[src/hdl/ffra_pkg.sv]
// shared types and constants for the frame flash risk analyzer
`timescale 1ns / 1ps
package ffra_pkg;

    localparam int CFG_IDX_W = 3;
    localparam int CFG_DATA_W = 23;

    localparam int CNT_W = 23;    // pixel positions and per-frame pixel counts
    localparam int PIX_W = 24;
    localparam int LEVEL_W = 8;
    localparam int VAR_W = 14;
    localparam int RISK_W = 7;
    localparam int STEPE_W = 10;
    localparam int STEPL_W = 11;
    localparam int EXT_W = 15;
    localparam int SAMP_W = 14;
    localparam int LUMA_W = 24;
    localparam int LSQ_W = 48;
    localparam int SUM_W = 38;
    localparam int SQ_W = 62;
    localparam int PROD_W = 76;
    localparam int DVD_W = 44;
    localparam int DSR_W = 28;
    localparam int Q_W = 15;
    localparam int BRI_W = 18;

    // ceil(2^37 / 10000), exact quotient for every 24-bit numerator
    localparam logic [23:0] RECIP_10K = 24'd13743896;
    localparam int RECIP_W = 47;

    localparam logic [Q_W-1:0] VAR_MAX = 15'd16256;

    localparam logic [RISK_W-1:0] W_FLASH = 7'd40;
    localparam logic [RISK_W-1:0] W_PATTERN = 7'd35;
    localparam logic [RISK_W-1:0] W_EXTREME = 7'd25;
    localparam logic [RISK_W-1:0] W_VARIANCE = 7'd20;

    localparam logic [CNT_W-1:0] RST_FRAME_PIXELS = 23'd2073600;
    localparam logic [LEVEL_W-1:0] RST_BRIGHT_LEVEL = 8'd200;
    localparam logic [LEVEL_W-1:0] RST_DARK_LEVEL = 8'd50;
    localparam logic [VAR_W-1:0] RST_VARIANCE_LIMIT = 14'd10000;
    localparam logic [RISK_W-1:0] RST_MALICIOUS_LIMIT = 7'd50;

    typedef enum logic [CFG_IDX_W-1:0] {
        REG_FRAME_PIXELS    = 3'd0,
        REG_BRIGHT_LEVEL    = 3'd1,
        REG_DARK_LEVEL      = 3'd2,
        REG_VARIANCE_LIMIT  = 3'd3,
        REG_MALICIOUS_LIMIT = 3'd4
    } t_cfg_reg;

    typedef enum logic {
        MODE_MUL = 1'b0,
        MODE_DIV = 1'b1
    } t_arith_mode;

    typedef struct packed {
        logic              start;
        t_arith_mode       mode;
        logic [PROD_W-1:0] wide;     // multiplicand, or divisor in the low bits
        logic [DVD_W-1:0]  narrow;   // multiplier, or dividend
    } t_arith_req;

    typedef struct packed {
        logic              done;
        logic [PROD_W-1:0] product;
        logic [Q_W-1:0]    quot;
        logic              rem_nz;
    } t_arith_rsp;

endpackage

[src/hdl/ffra_arith.sv]
// shared shift-add multiplier and restoring divider, one step per cycle
`timescale 1ns / 1ps
module ffra_arith (
    input  logic                  i_clk,
    input  logic                  i_rst_n,
    input  ffra_pkg::t_arith_req  i_req,
    output ffra_pkg::t_arith_rsp  o_rsp
);

    localparam int CW = $clog2(ffra_pkg::DVD_W);

    logic                            r_busy, n_busy;
    logic                            r_done, n_done;
    ffra_pkg::t_arith_mode           r_mode, n_mode;
    logic [ffra_pkg::PROD_W-1:0]     r_acc, n_acc;
    logic [ffra_pkg::PROD_W-1:0]     r_mc, n_mc;
    logic [ffra_pkg::DVD_W-1:0]      r_mp, n_mp;
    logic [ffra_pkg::DSR_W-1:0]      r_dsr, n_dsr;
    logic [ffra_pkg::DSR_W-1:0]      r_rem, n_rem;
    logic [ffra_pkg::Q_W-1:0]        r_q, n_q;
    logic [CW-1:0]                   r_cnt, n_cnt;
    logic [ffra_pkg::DSR_W:0]        w_rem_sh;
    logic                            w_fits;

    // restoring step: shift in the next dividend bit (the multiplier register holds it)
    assign w_rem_sh = {r_rem, r_mp[ffra_pkg::DVD_W-1]};
    assign w_fits   = w_rem_sh >= {1'b0, r_dsr};

    always_comb begin
        n_busy = r_busy;
        n_done = 1'b0;
        n_mode = r_mode;
        n_acc  = r_acc;
        n_mc   = r_mc;
        n_mp   = r_mp;
        n_dsr  = r_dsr;
        n_rem  = r_rem;
        n_q    = r_q;
        n_cnt  = r_cnt;
        if (i_req.start) begin
            n_busy = 1'b1;
            n_mode = i_req.mode;
            n_acc  = '0;
            n_mc   = i_req.wide;
            n_mp   = i_req.narrow;
            n_dsr  = i_req.wide[ffra_pkg::DSR_W-1:0];
            n_rem  = '0;
            n_q    = '0;
            n_cnt  = CW'(ffra_pkg::DVD_W - 1);
        end else if (r_busy) begin
            case (r_mode)
                ffra_pkg::MODE_MUL: begin
                    n_acc = r_acc + (r_mp[0] ? r_mc : '0);
                    n_mc  = r_mc << 1;
                    n_mp  = r_mp >> 1;
                    if (n_mp == '0) begin
                        n_busy = 1'b0;
                        n_done = 1'b1;
                    end
                end
                ffra_pkg::MODE_DIV: begin
                    if (w_fits) begin
                        n_rem = ffra_pkg::DSR_W'(w_rem_sh - {1'b0, r_dsr});
                    end else begin
                        n_rem = w_rem_sh[ffra_pkg::DSR_W-1:0];
                    end
                    n_q   = {r_q[ffra_pkg::Q_W-2:0], w_fits};
                    n_mp  = r_mp << 1;
                    n_cnt = r_cnt - 1'b1;
                    if (r_cnt == '0) begin
                        n_busy = 1'b0;
                        n_done = 1'b1;
                    end
                end
                default: begin
                    n_busy = 1'b0;
                end
            endcase
        end
    end

    always_ff @(posedge i_clk) begin
        if (!i_rst_n) begin
            r_busy <= 1'b0;
            r_done <= 1'b0;
        end else begin
            r_busy <= n_busy;
            r_done <= n_done;
        end
        r_mode <= n_mode;
        r_acc  <= n_acc;
        r_mc   <= n_mc;
        r_mp   <= n_mp;
        r_dsr  <= n_dsr;
        r_rem  <= n_rem;
        r_q    <= n_q;
        r_cnt  <= n_cnt;
    end

    assign o_rsp.done    = r_done;
    assign o_rsp.product = r_acc;
    assign o_rsp.quot    = r_q;
    assign o_rsp.rem_nz  = r_rem != '0;

endmodule

[config.mk]
export PLATFORM = sky130hd
export DESIGN_NAME = ffra_arith
export DESIGN_NICKNAME = d
export VERILOG_FILES = /design/src/hdl/ffra_pkg.sv /design/src/hdl/ffra_arith.sv
export SDC_FILE = /design/constraint.sdc
export NUM_CORES = 1
export LEC_CHECK = 0
export BUFFER_PORTS_ARGS = -buffer_cell sky130_fd_sc_hd__buf_2
export CAP_MARGIN = 20
export CORE_UTILIZATION = 45
export CTS_CLUSTER_SIZE = 25
export DETAILED_ROUTE_END_ITERATION = 10
export GPL_TIMING_DRIVEN = 1
export PLACE_DENSITY = 0.65
export SETUP_SLACK_MARGIN = 0.2
export SLEW_MARGIN = 20
export SYNTH_ARGS = -nofsm -noshare
export SYNTH_HDL_FRONTEND = slang
export SYNTH_SLANG_ARGS = --single-unit
[constraint.sdc]
create_clock -name i_clk -period 10.5 [get_ports i_clk]
set_input_delay 0.525 -clock i_clk [delete_from_list [all_inputs] [get_ports i_clk]]
set_output_delay 0.525 -clock i_clk [all_outputs]
set_load 0.01 [all_outputs]
; ---- Word-level counts from Yosys, hierarchy flattened
; Cells that the tools add are included.
[totals]
reg_bits = 276
input_bits = 124
wordCells = 42
output_inout_bits = 93
[op_classes]
magnitude_cmp = 1
reduce_logical = 8
n_eq_ne = 1
n_mux = 16
bitwise = 3
n_addsub = 3
[ops]
columns = cell, n
row1 = 76-bit 2-to-1 mux, 4
row2 = 44-bit 2-to-1 mux, 2
row3 = 44-bit one-hot mux with 2 select lines, 1
row4 = 76-bit adder, 1
row5 = 44-bit zero test, 1
row6 = 29-bit by 28-bit >= comparator with 1-bit output, 1
row7 = 28-bit 2-to-1 mux, 1
row8 = 28-bit nonzero test, 1
row9 = 28-bit subtractor, 1
row10 = 6-bit zero test, 1
row11 = 1-bit 2-to-1 mux, 6
row12 = 2-bit AND reduction, 3
row13 = "6-bit by 1-bit subtractor with 6-bit output, second input constant", 1
row14 = 1-bit one-hot mux with 2 select lines, 2
row15 = 1-bit inverter, 3
row16 = 3-bit OR reduction, 1
row17 = "2-bit inequality test, second input constant", 1
row18 = 2-bit nonzero test, 1

; ---- Longest topological paths before layout
[depth]
ltp_word = 5
mapped_depth = 15

; ---- Least setup slack after synthesis
; Ideal clock, no wire load.
[synth_path]
kind = register to register
from = reg r_mp[0] in the netlist's numbering
to = reg r_acc[46] in the netlist's numbering
period_less_slack_ps = 3631
setup_ps = 124
slack_ps = 6869
arrival_time_ps = 3506
stages_incl_launch_ff = 16
cell_sequence = edfxtp_1 > clkbuf_1 > clkbuf_1 > and2_1 > ha_1 > fa_1 > a21o_1 > a221oi_4 > a22oi_2 > or4b_4 > a31oi_2 > o41ai_1 > a21o_1 > a21boi_2 > xor2_1 > o21ai_1
[synth_via]
elab_chain_cells = 2
[synth_lines]
columns = item, line_no
row1 = from (decl), ffra_arith.sv:17  ; logic [ffra_pkg::DVD_W-1:0] r_mp, n_mp;
row2 = from (signal assigned), ffra_arith.sv:93  ; r_mp <= n_mp;
row3 = 76-bit 2-to-1 mux, ffra_arith.sv:53  ; n_acc = r_acc + (r_mp[0] ? r_mc : '0);
row4 = 76-bit adder, ffra_arith.sv:53
row5 = to (signal assigned), ffra_arith.sv:91  ; r_acc <= n_acc;
row6 = to (decl), ffra_arith.sv:15  ; logic [ffra_pkg::PROD_W-1:0] r_acc, n_acc;
; No other way between the ends.
; A chain may end at the register's enable or synchronous reset.

; ---- Worst setup path after layout
[layout_path]
from = reg r_mp[0] in the netlist's numbering
to = reg r_acc[74] in the netlist's numbering
; Same word-level chain as after synthesis.

==> results_dict.tcl <==
set metrics [dict create \
    outcome "finished clean" \
    synth_cell_area_um2 17400 \
    dieArea_um2 39400 \
    worstPathMaxFanout 77 \
    clock_tree_root_driver_cell "clkbuf_16" \
    synth.lib_cells_used.distinct 73 \
    postRouteWirelength_mm 46.4 \
    cts_hold_buffers 0 \
    initialDrtViolationCount 938 \
    grtUsageMet2_pct 38.5 \
    synth-seq-area-share_pct 40.4 \
    total_leakage_power_uw 0.00854 \
    floorplan.die.height_um 199 \
    cts_tree "built" \
    critical-path-max-stage-delay_ns 0.53 \
    worst_setup_slack_for_register_to_register_paths_ns 6.52 \
    via_count 14600 \
    stdcell_count 2601 \
    largest_net_degree_at_the_start_of_global_routing 85 \
    core_area_um2 37800 \
    wire_length_of_the_first_global_routing_pass_mm 73.4 \
    worst_pin_slew_ns 1.05 \
    globalplace.congestion 0.924 \
    post-cts-setup-buffers 0 \
    fp-row-count 71 \
    timing.hold.worst.class "input port to flop" \
    finalWorstPathRequiredPeriod_ns 3.98 \
    buffer_ports.inserted 216 \
    route.detailed.wl_per_inst_um 17.8 \
    fmaxAchievable_mhz 251 \
    yosys-mux-area-fraction_pct 8.60 \
    post_cts_resized 0 \
    grt_overflow 0 \
    power_density_nw_per_um2 146 \
    cts.path.max_buffers 3 \
    insertedDiodeCount 0 \
    crit_path_start_kind "flop" \
    grt_setup_unrepaired "false" \
    critPathSlowestCell "or4b_4" \
    postSynthAreaPerCell_um2 9.11 \
    synth_enable_flop_cells 149 \
    gr-usage-all-layers_pct 23.1 \
    number_of_antenna_violations_at_the_first_check_in_global_routing 0 \
    critPathKind "flop to flop" \
    rr_startpoint "r_mp[0]" \
    leading_register_cell_type_out_of_synthesis "edfxtp_1" \
    report.final.setup_viol 0 \
    fin_setup_tns_ns 0 \
    worst_r2r_endpoint "r_acc[74]" \
    hold_depth 1 \
    floorplan.initialDensity_pct 45.9 \
    ys_warn_count 0 \
    synth_adder_area_share_pct 7.79 \
    synth_nets 2139 \
    critPathRequiredTime_ns 10.97 \
    gr-usage-met3_pct 3.63 \
    slew_headroom_pct 29.9 \
    synth_top_family_by_area "compound AO/OA/AOI/OAI gates" \
    post-route-drc-count 0 \
    busiest_layer "met2" \
    clock-skew-final_ns 0.0123 \
    drive_above_1_share_pct 17.9 \
    synth-xor-area-share_pct 4.99 \
    synth.ff_latch_count 276 \
    area_delta_synth_final_pct 14.3 \
    r2r_cells 14 \
    holdPathEnd "r_mode" \
    numCtsBuffers 31 \
    irDropWorstVdd_v 0.000130 \
    ant_nets 0 \
    timing.final.crit_share_pct 37.9 \
    grt_use_met1_pct 31.1 \
    holdCritStartpoint "i_req[120]" \
    clock_latency_ns 0.59 \
    clock_sinks 276 \
    ioPinCount 217 \
    hpwl_mm 33.7 \
    final-hold-violation-count 0 \
    chipWidth_um 199 \
    finalNetCount 2296 \
    post_drt_via_cell_ratio 5.63 \
    final-max-slew-violation-count 0 \
    synth_simple_gate_area_share_pct 16.0 \
    critical_path_arrival_ns 4.45 \
    first_global_vias 14000 \
    netlist_instances 1908 \
    synth-async-reset-ratio_pct 0 \
    clkSlewWorstSetupHoldPaths_ns 0.07 \
    placed_cells_incl_taps 2543 \
    drt_pass1_iterations 6 \
    htreeDepth 1 \
    max_cap_violations 0 \
    synth_compound_area_share_pct 18.7 \
    critical_path.cell_chain "buf_4, and2_1, ha_1, fa_1, a21o_1, a221oi_4, a22oi_2, or4b_4, and3_1, nor3_2, o41ai_1, a31oi_1, xor2_1, o21ai_1" \
    timing.critical_path.to_type "flop" \
]
-- cell usage after synthesis (all sizes together), types with 4 or more instances --
| master | count | area [µm²] |
|---|---|---|
| a211oi | 16 | 120 |
| a21boi | 6 | 48.8 |
| a21o | 49 | 368 |
| a21oi | 184 | 925 |
| a221oi | 4 | 52.6 |
| a31oi | 19 | 125 |
| and2 | 87 | 544 |
| and3 | 14 | 87.6 |
| buf | 12 | 51.3 |
| clkbuf | 92 | 345 |
| dfxtp | 127 | 2540 |
| edfxtp | 149 | 4470 |
| ha | 105 | 1310 |
| inv | 56 | 210 |
| mux2 | 75 | 845 |
| mux2i | 65 | 651 |
| nand2 | 268 | 1010 |
| nand2b | 6 | 37.5 |
| nand3 | 26 | 130 |
| nand4 | 41 | 257 |
| nor2 | 73 | 274 |
| nor2b | 5 | 31.3 |
| nor3 | 21 | 110 |
| nor4 | 20 | 125 |
| o211ai | 8 | 60.1 |
| o21a | 12 | 90.1 |
| o21ai | 166 | 835 |
| o21bai | 19 | 143 |
| o22ai | 4 | 25.0 |
| o31ai | 11 | 82.6 |
| o41ai | 4 | 35.0 |
| or2 | 4 | 25.0 |
| or3 | 10 | 62.6 |
| xnor2 | 59 | 517 |
| xor2 | 40 | 350 |
-- where the power goes --
part	internal [µW]	switching [µW]	leakage (µW)	total (µW)
clock network	636	478	0.000499	1110
logic	209	297	0.00552	506
registers	1230	57.0	0.00252	1290
-- registers in the layout, summed over array words and instances (netlist names) --
signal / flops
r_acc: 76
r_busy: 1
r_cnt: 6
r_done: 1
r_dsr: 28
r_mc: 76
r_mode: 1
r_mp: 44
r_q: 15
r_rem: 28
-- kinds of logic (layout without fill, tap and decap cells) --
logic type / count (synthesis) / count (layout)
AND/OR/NAND/NOR: 586 / 586
AO/OA/AOI/OAI: 540 / 540
flip-flops: 276 / 276
buffers and inverters: 160 / 342
multiplexers: 140 / 140
adder cells (fa/ha/maj): 107 / 107
XOR/XNOR: 99 / 99
-- per-stage QoR --
stage	hold WS [ns]	util (%)	power [µW]	worst slack, ns	area, µm²
after floorplan	0.475	-	1660	6.87	17400
after global placement	0.440	49.7	1810	6.52	18800
after detailed placement	0.455	49.7	1820	6.46	18800
after CTS	0.0821	52.5	2940	6.43	19900
after global routing	0.0881	52.5	3040	6.22	19900
final	0.119	52.5	2910	6.52	19900
-- how the worst max path moves through the flow --
stage	slack (ns)	endpoint	cells after the start	start
3_3_place_gp	6.52	r_acc[62]	14	r_mp[0]
2_1_floorplan	6.87	r_acc[46]	15	r_mp[0]
5_1_grt	6.22	r_acc[66]	14	r_mp[0]
6_report	6.52	r_acc[74]	14	r_mp[0]
3_5_place_dp	6.46	r_acc[74]	14	r_mp[0]
4_1_cts	6.43	r_acc[74]	14	r_mp[0]
-- routing by layer --
metal	up-vias	wire length, µm
li1	7274	-
met1	6908	21400
met2	378	21400
met3	75	2450
met4	0	1160
met5	-	0
-- placed cells by master (no fill, tap or decap), types with 8 or more instances in the layout --
| master | n |
|---|---|
| a211oi_1 | 16 |
| a21o_1 | 49 |
| a21oi_1 | 183 |
| a31oi_1 | 18 |
| and2_1 | 85 |
| and3_1 | 14 |
| buf_2 | 215 |
| buf_4 | 12 |
| clkbuf_16 | 31 |
| dfxtp_1 | 127 |
| edfxtp_1 | 149 |
| ha_1 | 105 |
| inv_1 | 54 |
| mux2_2 | 75 |
| mux2i_1 | 65 |
| nand2_1 | 268 |
| nand3_1 | 26 |
| nand4_1 | 41 |
| nor2_1 | 72 |
| nor3_1 | 20 |
| nor4_1 | 20 |
| o211ai_1 | 8 |
| o21a_1 | 12 |
| o21ai_0 | 159 |
| o21bai_1 | 19 |
| o31ai_1 | 11 |
| or3_1 | 10 |
| xnor2_1 | 59 |
| xor2_1 | 40 |
-- layout make-up --
cell class | instances | area, µm²
fill | 3618 | 18000
multi-input combinational | 1472 | 9780
sequential | 276 | 7020
timing repair buffer | 228 | 1180
clock buffer | 37 | 818
tap | 511 | 639
clock inverter | 21 | 220
inverter | 56 | 211
-- worst max-delay path: cells and delay by family (launching register included) --
family                   cells  cell delay (ns)
buffers and inverters        1             0.33
AO/OA/AOI/OAI                6             1.17
AND/OR/NAND/NOR              4             1.21
adder cells (fa/ha/maj)      2             0.61
XOR/XNOR                     1             0.17
flip-flops                   1             0.37
Power figures use the tool's default switching activity.
